<file path="src/design/fmpr_pkg.sv">
// Shared types and constants for the ordered queue with lowest-priority extraction.
package fmpr_pkg;

    localparam int DEPTH_DEFAULT = 16;
    localparam int HANDLE_W      = 32;
    localparam int PRIO_W        = 32;
    localparam int ENTRY_W       = HANDLE_W + PRIO_W;

    localparam logic signed [PRIO_W-1:0] INT_MAX = 32'sh7FFF_FFFF;

    typedef enum logic [1:0] {
        MODE_APPEND  = 2'd0,
        MODE_POP     = 2'd1,
        MODE_EXTRACT = 2'd2,
        MODE_IGNORE  = 2'd3
    } mode_t;

    typedef enum logic [1:0] {
        ST_OK    = 2'd0,
        ST_EMPTY = 2'd1,
        ST_FULL  = 2'd2,
        ST_NONE  = 2'd3
    } status_t;

    typedef enum logic [2:0] {
        S_IDLE,
        S_POP,
        S_SCAN,
        S_SHIFT,
        S_DONE
    } state_t;

endpackage

</file>
<file path="src/design/fmpr_req_if.sv">
// Request channel: valid/ready handshake carrying one queue request.
interface fmpr_req_if;

    logic                                valid;
    logic                                ready;
    fmpr_pkg::mode_t                     mode;
    logic [fmpr_pkg::HANDLE_W-1:0]       element_handle;
    logic signed [fmpr_pkg::PRIO_W-1:0]  entry_priority;

    modport source (output valid, output mode, output element_handle,
                    output entry_priority, input ready);
    modport sink   (input valid, input mode, input element_handle,
                    input entry_priority, output ready);

endinterface

</file>
<file path="src/design/fmpr_rsp_if.sv">
// Response channel: valid/ready handshake carrying one queue result.
interface fmpr_rsp_if #(
    parameter int CNT_W = $clog2(fmpr_pkg::DEPTH_DEFAULT + 1)
);

    logic                                valid;
    logic                                ready;
    logic [fmpr_pkg::HANDLE_W-1:0]       out_handle;
    logic signed [fmpr_pkg::PRIO_W-1:0]  out_priority;
    fmpr_pkg::status_t                   status;
    logic [CNT_W-1:0]                    entry_count;

    modport source (output valid, output out_handle, output out_priority,
                    output status, output entry_count, input ready);
    modport sink   (input valid, input out_handle, input out_priority,
                    input status, input entry_count, output ready);

endinterface

</file>
<file path="src/design/fmpr_mem.sv">
// Entry store: one write port, one read port, registered read data.
module fmpr_mem #(
    parameter int DEPTH = fmpr_pkg::DEPTH_DEFAULT,
    parameter int WIDTH = fmpr_pkg::ENTRY_W
) (
    input  logic                     clk,
    input  logic                     we,
    input  logic [$clog2(DEPTH)-1:0] waddr,
    input  logic [WIDTH-1:0]         wdata,
    input  logic [$clog2(DEPTH)-1:0] raddr,
    output logic [WIDTH-1:0]         rdata
);

    logic [WIDTH-1:0] mem [DEPTH];
    logic [WIDTH-1:0] rdata_reg;

    always_ff @(posedge clk)
    begin
        if (we)
        begin
            mem[waddr] <= wdata;
        end
        rdata_reg <= mem[raddr];
    end

    assign rdata = rdata_reg;

endmodule

</file>
<file path="src/design/fifo_with_min_priority_removal.sv">
// Top level: ordered queue with FIFO pop and stable lowest-priority extraction.
//
// Channels: req (sink) takes one transaction per request: mode, element_handle,
// entry_priority. rsp (source) returns exactly one transaction per request:
// out_handle, out_priority, status and entry_count after the request.
// Entries live in a circular buffer in one synchronous RAM (head pointer plus
// count); logical position i sits at (head + i) mod DEPTH.
// Sequence, accept to rsp.valid, with n entries held:
//   append, ignored mode, any error except no-eligible-entry: straight to S_DONE
//   pop: S_POP takes the head entry, then S_DONE
//   extract: S_SCAN picks the entry (one RAM read per cycle over all
//   entries), then, unless it is the tail, S_SHIFT closes the gap behind position p, one
//   entry moved per cycle through the RAM read/write ports; then S_DONE.
// Only one request is worked on at a time; a new request is accepted only after
// the current one leaves S_DONE, so an extract holds it off through scan and sweep.
// Reset empties the queue at once (count and head cleared); RAM contents stay
// undefined and are never read below the count. When the receiver stalls the
// finished result waits in the output register; the next request is still
// accepted and processed, and its result holds in the sequencer until the
// output register frees up.
module fifo_with_min_priority_removal #(
    parameter int DEPTH = fmpr_pkg::DEPTH_DEFAULT
) (
    input  logic             clk,
    input  logic             rst_n,
    fmpr_req_if.sink         req,
    fmpr_rsp_if.source       rsp
);

    localparam int PTR_W = $clog2(DEPTH);
    localparam int CNT_W = $clog2(DEPTH + 1);
    localparam int HW    = fmpr_pkg::HANDLE_W;
    localparam int PW    = fmpr_pkg::PRIO_W;
    localparam int EW    = fmpr_pkg::ENTRY_W;

    // Control state
    fmpr_pkg::state_t  state_reg, state_next;
    logic [PTR_W-1:0]  head_reg, head_next;
    logic [CNT_W-1:0]  count_reg, count_next;
    logic              pend_reg, pend_next;
    logic              found_reg, found_next;
    logic              out_valid_reg, out_valid_next;

    // Payload and sweep counters
    logic [CNT_W-1:0]         idx_reg, idx_next;
    logic [CNT_W-1:0]         wr_idx_reg, wr_idx_next;
    logic [CNT_W-1:0]         best_pos_reg, best_pos_next;
    logic [HW-1:0]            res_handle_reg, res_handle_next;
    logic signed [PW-1:0]     res_prio_reg, res_prio_next;
    fmpr_pkg::status_t        res_status_reg, res_status_next;
    logic [HW-1:0]            out_handle_reg, out_handle_next;
    logic signed [PW-1:0]     out_prio_reg, out_prio_next;
    fmpr_pkg::status_t        out_status_reg, out_status_next;
    logic [CNT_W-1:0]         out_count_reg, out_count_next;

    // RAM ports
    logic              mem_we;
    logic [PTR_W-1:0]  mem_waddr;
    logic [EW-1:0]     mem_wdata;
    logic [PTR_W-1:0]  mem_raddr;
    logic [EW-1:0]     mem_rdata;

    logic [HW-1:0]         rd_handle;
    logic signed [PW-1:0]  rd_prio;
    logic signed [PW-1:0]  cmp_prio;
    logic                  do_rd;
    logic                  out_free;

    // Map a logical position onto a RAM address relative to the head.
    function automatic logic [PTR_W-1:0] phys(input logic [PTR_W-1:0] head,
                                              input logic [CNT_W-1:0] idx);
        logic [CNT_W:0] sum;
        sum = {{(CNT_W + 1 - PTR_W){1'b0}}, head} + {1'b0, idx};
        if (sum >= (CNT_W + 1)'(DEPTH))
        begin
            sum = sum - (CNT_W + 1)'(DEPTH);
        end
        return sum[PTR_W-1:0];
    endfunction

    fmpr_mem #(
        .DEPTH (DEPTH),
        .WIDTH (EW)
    ) u_mem (
        .clk   (clk),
        .we    (mem_we),
        .waddr (mem_waddr),
        .wdata (mem_wdata),
        .raddr (mem_raddr),
        .rdata (mem_rdata)
    );

    assign rd_handle = mem_rdata[EW-1:PW];
    assign rd_prio   = signed'(mem_rdata[PW-1:0]);
    // Best so far; nothing found yet compares against the excluded maximum.
    assign cmp_prio  = found_reg ? res_prio_reg : fmpr_pkg::INT_MAX;
    assign do_rd     = (idx_reg < count_reg);
    assign out_free  = !out_valid_reg || rsp.ready;

    assign req.ready       = (state_reg == fmpr_pkg::S_IDLE);
    assign rsp.valid       = out_valid_reg;
    assign rsp.out_handle  = out_handle_reg;
    assign rsp.out_priority = out_prio_reg;
    assign rsp.status      = out_status_reg;
    assign rsp.entry_count = out_count_reg;

    always_comb
    begin
        state_next      = state_reg;
        head_next       = head_reg;
        count_next      = count_reg;
        pend_next       = pend_reg;
        found_next      = found_reg;
        idx_next        = idx_reg;
        wr_idx_next     = wr_idx_reg;
        best_pos_next   = best_pos_reg;
        res_handle_next = res_handle_reg;
        res_prio_next   = res_prio_reg;
        res_status_next = res_status_reg;
        out_handle_next = out_handle_reg;
        out_prio_next   = out_prio_reg;
        out_status_next = out_status_reg;
        out_count_next  = out_count_reg;
        out_valid_next  = out_valid_reg && !rsp.ready;

        mem_we    = 1'b0;
        mem_waddr = phys(head_reg, count_reg);
        mem_wdata = {req.element_handle, req.entry_priority};
        mem_raddr = head_reg;

        unique case (state_reg)
            fmpr_pkg::S_IDLE:
            begin
                if (req.valid)
                begin
                    res_handle_next = '0;
                    res_prio_next   = '0;
                    res_status_next = fmpr_pkg::ST_OK;
                    state_next      = fmpr_pkg::S_DONE;
                    unique case (req.mode)
                        fmpr_pkg::MODE_APPEND:
                        begin
                            if (count_reg == CNT_W'(DEPTH))
                            begin
                                res_status_next = fmpr_pkg::ST_FULL;
                            end
                            else
                            begin
                                // Write at the tail.
                                mem_we     = 1'b1;
                                count_next = count_reg + CNT_W'(1);
                            end
                        end
                        fmpr_pkg::MODE_POP:
                        begin
                            if (count_reg == '0)
                            begin
                                res_status_next = fmpr_pkg::ST_EMPTY;
                            end
                            else
                            begin
                                state_next = fmpr_pkg::S_POP;
                            end
                        end
                        fmpr_pkg::MODE_EXTRACT:
                        begin
                            if (count_reg == '0)
                            begin
                                res_status_next = fmpr_pkg::ST_EMPTY;
                            end
                            else
                            begin
                                idx_next   = '0;
                                pend_next  = 1'b0;
                                found_next = 1'b0;
                                state_next = fmpr_pkg::S_SCAN;
                            end
                        end
                        fmpr_pkg::MODE_IGNORE:
                        begin
                            res_status_next = fmpr_pkg::ST_OK;
                        end
                        default:
                        begin
                            res_status_next = fmpr_pkg::ST_OK;
                        end
                    endcase
                end
            end

            fmpr_pkg::S_POP:
            begin
                // Head entry read last cycle; advance the head.
                res_handle_next = rd_handle;
                res_prio_next   = rd_prio;
                head_next       = (head_reg == PTR_W'(DEPTH - 1)) ? '0
                                                                   : head_reg + PTR_W'(1);
                count_next      = count_reg - CNT_W'(1);
                state_next      = fmpr_pkg::S_DONE;
            end

            fmpr_pkg::S_SCAN:
            begin
                mem_raddr = phys(head_reg, idx_reg);
                pend_next = do_rd;
                if (do_rd)
                begin
                    idx_next = idx_reg + CNT_W'(1);
                end
                if (pend_reg)
                begin
                    // Strict less-than keeps the earliest of equal priorities.
                    if (rd_handle != '0 && rd_prio < cmp_prio)
                    begin
                        found_next      = 1'b1;
                        res_handle_next = rd_handle;
                        res_prio_next   = rd_prio;
                        best_pos_next   = idx_reg - CNT_W'(1);
                    end
                end
                else if (!do_rd)
                begin
                    if (!found_reg)
                    begin
                        res_status_next = fmpr_pkg::ST_NONE;
                        state_next      = fmpr_pkg::S_DONE;
                    end
                    else if (best_pos_reg == count_reg - CNT_W'(1))
                    begin
                        // Chosen entry is the tail: just drop it.
                        count_next = count_reg - CNT_W'(1);
                        state_next = fmpr_pkg::S_DONE;
                    end
                    else
                    begin
                        idx_next    = best_pos_reg + CNT_W'(1);
                        wr_idx_next = best_pos_reg;
                        pend_next   = 1'b0;
                        state_next  = fmpr_pkg::S_SHIFT;
                    end
                end
            end

            fmpr_pkg::S_SHIFT:
            begin
                // Read position i while writing the entry read last cycle one slot down.
                mem_raddr = phys(head_reg, idx_reg);
                pend_next = do_rd;
                if (do_rd)
                begin
                    idx_next = idx_reg + CNT_W'(1);
                end
                if (pend_reg)
                begin
                    mem_we      = 1'b1;
                    mem_waddr   = phys(head_reg, wr_idx_reg);
                    mem_wdata   = mem_rdata;
                    wr_idx_next = wr_idx_reg + CNT_W'(1);
                end
                else if (!do_rd)
                begin
                    count_next = count_reg - CNT_W'(1);
                    state_next = fmpr_pkg::S_DONE;
                end
            end

            fmpr_pkg::S_DONE:
            begin
                // Hold until the output register is free.
                if (out_free)
                begin
                    out_valid_next  = 1'b1;
                    out_handle_next = res_handle_reg;
                    out_prio_next   = res_prio_reg;
                    out_status_next = res_status_reg;
                    out_count_next  = count_reg;
                    state_next      = fmpr_pkg::S_IDLE;
                end
            end

            default:
            begin
                state_next = fmpr_pkg::S_IDLE;
            end
        endcase
    end

    always_ff @(posedge clk or negedge rst_n)
    begin
        if (!rst_n)
        begin
            state_reg     <= fmpr_pkg::S_IDLE;
            head_reg      <= '0;
            count_reg     <= '0;
            pend_reg      <= 1'b0;
            found_reg     <= 1'b0;
            out_valid_reg <= 1'b0;
        end
        else
        begin
            state_reg     <= state_next;
            head_reg      <= head_next;
            count_reg     <= count_next;
            pend_reg      <= pend_next;
            found_reg     <= found_next;
            out_valid_reg <= out_valid_next;
        end
    end

    always_ff @(posedge clk)
    begin
        idx_reg        <= idx_next;
        wr_idx_reg     <= wr_idx_next;
        best_pos_reg   <= best_pos_next;
        res_handle_reg <= res_handle_next;
        res_prio_reg   <= res_prio_next;
        res_status_reg <= res_status_next;
        out_handle_reg <= out_handle_next;
        out_prio_reg   <= out_prio_next;
        out_status_reg <= out_status_next;
        out_count_reg  <= out_count_next;
    end

endmodule
</file>
<file path="src/flat_wrapper.sv">
// flat-port wrapper written by rule: the top's interface ports become plain ports
module fifo_with_min_priority_removal_flat 
#(
    parameter int DEPTH = fmpr_pkg::DEPTH_DEFAULT
)
  (clk, rst_n, req_valid, req_mode, req_element_handle, req_entry_priority, req_ready, rsp_valid, rsp_out_handle, rsp_out_priority, rsp_status, rsp_entry_count, rsp_ready);
  fmpr_req_if req_i ();
  fmpr_rsp_if rsp_i ();
  input  logic clk;
  input  logic rst_n;
  input wire logic [$bits(req_i.valid)-1:0] req_valid;
  input wire logic [$bits(req_i.mode)-1:0] req_mode;
  input wire logic [$bits(req_i.element_handle)-1:0] req_element_handle;
  input wire logic [$bits(req_i.entry_priority)-1:0] req_entry_priority;
  output wire logic [$bits(req_i.ready)-1:0] req_ready;
  output wire logic [$bits(rsp_i.valid)-1:0] rsp_valid;
  output wire logic [$bits(rsp_i.out_handle)-1:0] rsp_out_handle;
  output wire logic [$bits(rsp_i.out_priority)-1:0] rsp_out_priority;
  output wire logic [$bits(rsp_i.status)-1:0] rsp_status;
  output wire logic [$bits(rsp_i.entry_count)-1:0] rsp_entry_count;
  input wire logic [$bits(rsp_i.ready)-1:0] rsp_ready;
  assign req_i.valid = req_valid;
  assign req_i.mode = req_mode;
  assign req_i.element_handle = req_element_handle;
  assign req_i.entry_priority = req_entry_priority;
  assign req_ready = req_i.ready;
  assign rsp_valid = rsp_i.valid;
  assign rsp_out_handle = rsp_i.out_handle;
  assign rsp_out_priority = rsp_i.out_priority;
  assign rsp_status = rsp_i.status;
  assign rsp_entry_count = rsp_i.entry_count;
  assign rsp_i.ready = rsp_ready;
  fifo_with_min_priority_removal #(.DEPTH(DEPTH)) u_core (.clk(clk), .rst_n(rst_n), .req(req_i), .rsp(rsp_i));
endmodule
</file>
<file path="config.mk">
export PLATFORM = sky130hd
export DESIGN_NAME = fifo_with_min_priority_removal_flat
export DESIGN_NICKNAME = d
export VERILOG_FILES = /design/src/design/fmpr_pkg.sv /design/src/design/fmpr_req_if.sv /design/src/design/fmpr_rsp_if.sv /design/src/design/fmpr_mem.sv /design/src/design/fifo_with_min_priority_removal.sv /design/src/flat_wrapper.sv
export SDC_FILE = /design/constraint.sdc
export NUM_CORES = 2
export LEC_CHECK = 0
export BUFFER_PORTS_ARGS = -buffer_cell sky130_fd_sc_hd__buf_2
export CORE_MARGIN = 2
export CORE_UTILIZATION = 45
export CTS_CLUSTER_SIZE = 30
export DETAILED_ROUTE_END_ITERATION = 6
export HOLD_SLACK_MARGIN = 0.06
export PLACE_DENSITY_LB_ADDON = 0.25
export REMOVE_ABC_BUFFERS = 1
export SETUP_SLACK_MARGIN = 0.1
export SYNTH_ARGS = -nofsm -noshare
export SYNTH_HDL_FRONTEND = slang
export SYNTH_SLANG_ARGS = --single-unit
</file>
<file path="constraint.sdc">
create_clock -name clk -period 16 [get_ports clk]
set_input_delay 3.2 -clock clk [delete_from_list [all_inputs] [get_ports clk]]
set_output_delay 3.2 -clock clk [all_outputs]
set_load 0.02 [all_outputs]
</file>
Yosys cells after proc, flatten, opt, wreduce, memory -nomap -nowiden. Memory sizes are Yosys's and may differ from the RTL's. A register that Yosys moved wholly into a read port is not among the register bits. Index checks and enable logic that the tools add are counted.

Equality and inequality tests: 27. Mux-type cells: 80. Reductions and logical operators: 25. Add/sub/neg operators: 13. Order comparisons: 5.

Operators with widths (count): $mux W32 (6); $pmux W32 S3 (2); $mux W64 (2); $mux W5 (22); $lt A32 B32 Y1 (1); $reduce_bool A32 Y1 (1); $mux W3 (10); $mux W4 (7); $add A5 B1 Y5 const B (4); $pmux W5 S4 (1); $add A4 B5 Y6 (3); $ge A6 B5 Y1 const B (3); $ne A2 B2 Y1 const B (9); $reduce_and A6 Y1 (3); $mux W1 (16); $ne A2 B1 Y1 const B (8); $pmux W3 S5 (1); $pmux W5 S3 (1); $sub A4 B1 Y4 const B (3); $mux W2 (5); $pmux W5 S2 (1); $reduce_and A10 Y1 (1); $sub A5 B1 Y5 const B (2); $reduce_and A4 Y1 (2); other kinds (28) (36).

Word-level logic and storage cells: 167. Output and inout port bits: 73. Memory bits (writable): 1024. Register bits: 167. Memories kept: 1.

Memories: u_core.u_mem.mem (depth 16, width 64, rd ports 1, clocked after memory_dff 1, wr ports 1, line fmpr_mem.sv:14) `logic [WIDTH-1:0] mem [DEPTH];`.

Longest topological paths before layout.
Depth after elaboration: 7. Mapped depth: 12.

Cells and area by module. From an unflattened synthesis, not the netlist that was laid out.

Cells, all modules: 2327. Area total of the unflattened synthesis: 48260.0 sq um.

By module, submodules not included: fmpr_mem (cells each 1647, times used 1, area each 39581.7 sq um); fifo_with_min_priority_removal (cells each 680, times used 1, area each 8678.3 sq um).

Worst setup path before layout. Ideal clock, no wire load.

Path type: input to register. Start point: in req_valid. End point: reg u_core.res_handle_reg[0] (enable). Setup slack: 7443 ps. Arrival time: 7977 ps. Library setup time: 580 ps. Cell stages on the path: 2. Buffers on the path: 0. Cells stage by stage: nor2_1 -> o31ai_1.

Word-level cells in the longest chain between the ends: 2.

Ends and longest elaborated chain: start, declared (line flat_wrapper.sv:11) `input wire logic [$bits(req_i.valid)-1:0] req_valid;`; $ne A2 B2 Y1 (no line); $reduce_and A4 Y1 (no line); end signal, assigned (line fifo_with_min_priority_removal.sv:315) `res_handle_reg <= res_handle_next;`; end, declared (line fifo_with_min_priority_removal.sv:48) `logic [HW-1:0] res_handle_reg, res_handle_next;`.

Every way passes these cells. A chain may end at the register's enable or synchronous reset.

Final worst setup path.
Start point: in req_mode[1]. End point: mem u_core.u_mem.mem[11][3] in the netlist's numbering (enable).

Word-level cells in the longest chain between the ends: 6.

Ends and longest elaborated chain: start, declared (line flat_wrapper.sv:12) `input wire logic [$bits(req_i.mode)-1:0] req_mode;`; $logic_not A2 Y1 (line fifo_with_min_priority_removal.sv:140) `unique case (req.mode)`; $mux W1 (line fifo_with_min_priority_removal.sv:140); $mux W1 (line fifo_with_min_priority_removal.sv:134) `if (req.valid)`; $pmux W1 S2 (line fifo_with_min_priority_removal.sv:131) `unique case (state_reg)`; $mux W1 (line fmpr_mem.sv:19) `if (we)`; $mux W1 (not written as such) (line fmpr_mem.sv:21) `mem[waddr] <= wdata;`; end, declared (line fmpr_mem.sv:14).

Every way passes these cells.

==> qor.csv <==
metric;value;unit
synth_xor_area_frac;0.00558;
tightest_slew;1.24;ns
cts_tree;done;
worst_ep_arrival_time;6.46;ns
drive_above_1_share;0.140;
synth_top_area_frac;0.703;
vias;29600;
rows;122;
r2r_cells;11;
route.detailed.drc;0;
first_global_vias;28200;
synth_mux_area_frac;0.0446;
critPathBufInv;3;
grt_max_degree;228;
cts-hold-fix-buffers;0;
fmax;164;MHz
r2r_slack;10.60;ns
clk_path_buf_depth;3;
met1_usage;0.326;
synth_top_family_by_area;simple AND/OR/NAND/NOR gates;
synth_seq_cells;1254;
cts_sinks;1254;
grt_overflow;0;
synth.distinct_cells;59;
report.final.slew_viol_count;0;
cts.repair.resized;0;
cts_max_level;4;
antenna-diode-count;0;
r2r_end;u_core.u_mem.rdata[27];
use_met2;0.321;
area_growth;12.9;%
routabilityCongestion;0.799;
antenna_left;0;
coreArea;111000;um2
hold_end;u_core.rsp.out_handle[1];
min_period_over_period;0.381;
wl_per_cell;23.3;um
via_per_inst;5.58;
ys_async_sr_fraction;0.0120;
slew-limit-headroom;0.165;
synth_area;50200;um2
drv_cap;0;
synth_edf_count;1175;
clock_latency;0.74;ns
final_net_count;3827;
slowest_stage;nor2_4;
rsz0062_at_grt;false;
critPathMaxStageDelay;1.04;ns
portBuffers;142;
yosysWarnings;0;
use_met3;0.0381;
final_cells;5293;
start_util;0.454;
largest_reg_flops;1024;
setup_viol;0;
die_w;338;um
placed_cells;5051;
worst_hold_startpoint;u_core.res_handle_reg[1];
synth_top_area_cell;edfxtp_1;
fin_util;0.512;
clk_pin_slew_worst_paths;0.06;ns
die_area;114000;um2
synthSimpleGateAreaFrac;0.134;
wirelength;123000;um
hold_depth;0;
cp-end-kind;flip-flop;
synth_cells;3583;
top_usage_layer;met1;
final_cell_mix;1,175 x edfxtp_1, 1,072 x nand2_1, 260 x a31oi_1;
fin_crit;6.10;ns
first_pass_iters;7;
numCtsBuffers;134;
crit_path_max_fanout;38;
cp_top_family;simple AND/OR/NAND/NOR gates;
synth_compound_area_frac;0.0435;
critPathKind;input port to flip-flop;
die_h;338;um
status;complete, no violations;
skew;0.0304;ns
grt_pass1_wl;183000;um
io_pins;143;
cp.required;16.35;ns
synth_area_leaders;edfxtp_1 70%, nand2_1 8.0%, a31oi_1 3.2%;
dp_hpwl;67900;um
grt.total_usage;0.216;
reg2reg_from;u_core.head_reg[0];
seq_area_frac_synth;0.736;
drtIter0Drc;3307;
synthFlopType;edfxtp_1;
path_cells;buf_2, inv_1, ha_1, nand2_1, a21oi_1, nand2_1, nand2_1, o21ai_0, nor2_4, buf_4;
setup_tns;0;ns
hold_viol_final;0;
layout_commonest_cell;edfxtp_1;
post_cts_buffers;0;
synth_fa_ha_area_frac;0.0149;
hold_path_class;flip-flop to flip-flop;
syn_area_per_cell;14.0;um2
clockRootBuffer;clkbuf_16;
crit_path_start_kind;input port;
grt_antenna_before_repair;7;
critPathMostFrequentCell;nand2_1;
synthesized netlist by cell type, types with 2 or more instances:
| master | count |
|---|---|
| or3_1 | 2 |
| o21ai_0 | 19 |
| mux4_2 | 64 |
| nand2_1 | 1073 |
| a21o_1 | 7 |
| edfxtp_1 | 1175 |
| or2_2 | 2 |
| nor3_1 | 7 |
| nand2b_1 | 3 |
| mux2_2 | 66 |
| a21oi_1 | 35 |
| nor2b_1 | 96 |
| a22oi_1 | 3 |
| xor2_1 | 13 |
| o21a_1 | 2 |
| a31oi_1 | 260 |
| ha_1 | 55 |
| and3_1 | 257 |
| fa_1 | 3 |
| buf_6 | 9 |
| dfrtp_1 | 15 |
| nand3_1 | 10 |
| nor2_1 | 36 |
| o211ai_1 | 5 |
| nor4_1 | 9 |
| clkbuf_1 | 88 |
| buf_1 | 8 |
| dfxtp_1 | 64 |
| a211oi_1 | 4 |
| xnor2_1 | 19 |
| nand4_1 | 11 |
| and2_1 | 2 |
| inv_1 | 21 |
| buf_4 | 5 |
| nor3b_1 | 5 |
| o21ai_1 | 6 |
| mux2i_1 | 3 |
| and3b_1 | 2 |
| buf_2 | 99 |
metrics by stage:
step / hold WS, ns / instance area, um2 / setup WS, ns
after floorplan: 0.400 / 49200 / 4.50
after global placement: 0.402 / 52400 / 9.17
after detailed placement: 0.405 / 52400 / 9.14
after CTS: 0.413 / 56700 / 9.90
after global routing: 0.421 / 56700 / 9.72
final: 0.416 / 56700 / 9.90
how the worst max path moves through the flow:
| stage | start | to | slack, ns | cells after the start |
|---|---|---|---|---|
| after global placement | req_mode[0] | u_core.u_mem.mem[12][53] | 9.17 | 10 |
| after detailed placement | req_mode[0] | u_core.u_mem.mem[7][43] | 9.14 | 10 |
| final | req_mode[1] | u_core.u_mem.mem[11][3] | 9.90 | 10 |
| after floorplan | u_core.head_reg[0] | u_core.u_mem.rdata[0] | 4.50 | 8 |
| after CTS | req_mode[0] | u_core.u_mem.mem[7][26] | 9.90 | 10 |
| after global routing | req_mode[0] | u_core.u_mem.mem[7][25] | 9.72 | 10 |
per-layer routing:
layer  wire [um]  part of all wire  up-vias
met3        8560             0.070      182
li1            -                 -    13400
met1       56800              0.46    14900
met2       54800              0.45     1049
met4        2810             0.023        8
met5          55           0.00045        -
worst reg2reg max path, stage by stage (launching register included):
cell and delay [ns]:
dfrtp_1 0.58, ha_1 0.24, inv_1 0.05, fa_1 0.57, o21a_4 0.61, buf_4 0.74
buf_4 0.90, buf_4 0.60, nand2_1 0.12, and3_1 0.19, a31oi_1 0.40, mux4_2 0.33
kinds of logic after synthesis:
logic type | count (synthesis)
adders and majority gates | 58
buffers and inverters | 231
DFF | 1254
AOI/OAI and AO/OA | 352
muxes | 135
xor gates and xnor gates | 32
and+or+nand+nor | 1521
layout make-up:
cell class	instances	area [um2]
clock buffer	198	3800
clock inverter	44	463
fill	9230	54000
inverter	22	82.6
multi-input combinational	2098	12400
sequential	1254	36900
tap	1488	1860
timing repair buffer	189	1110
Power is left out: the tool's default activity adds up to more than one toggle a clock period on the data nets, which glitch-free logic cannot reach.
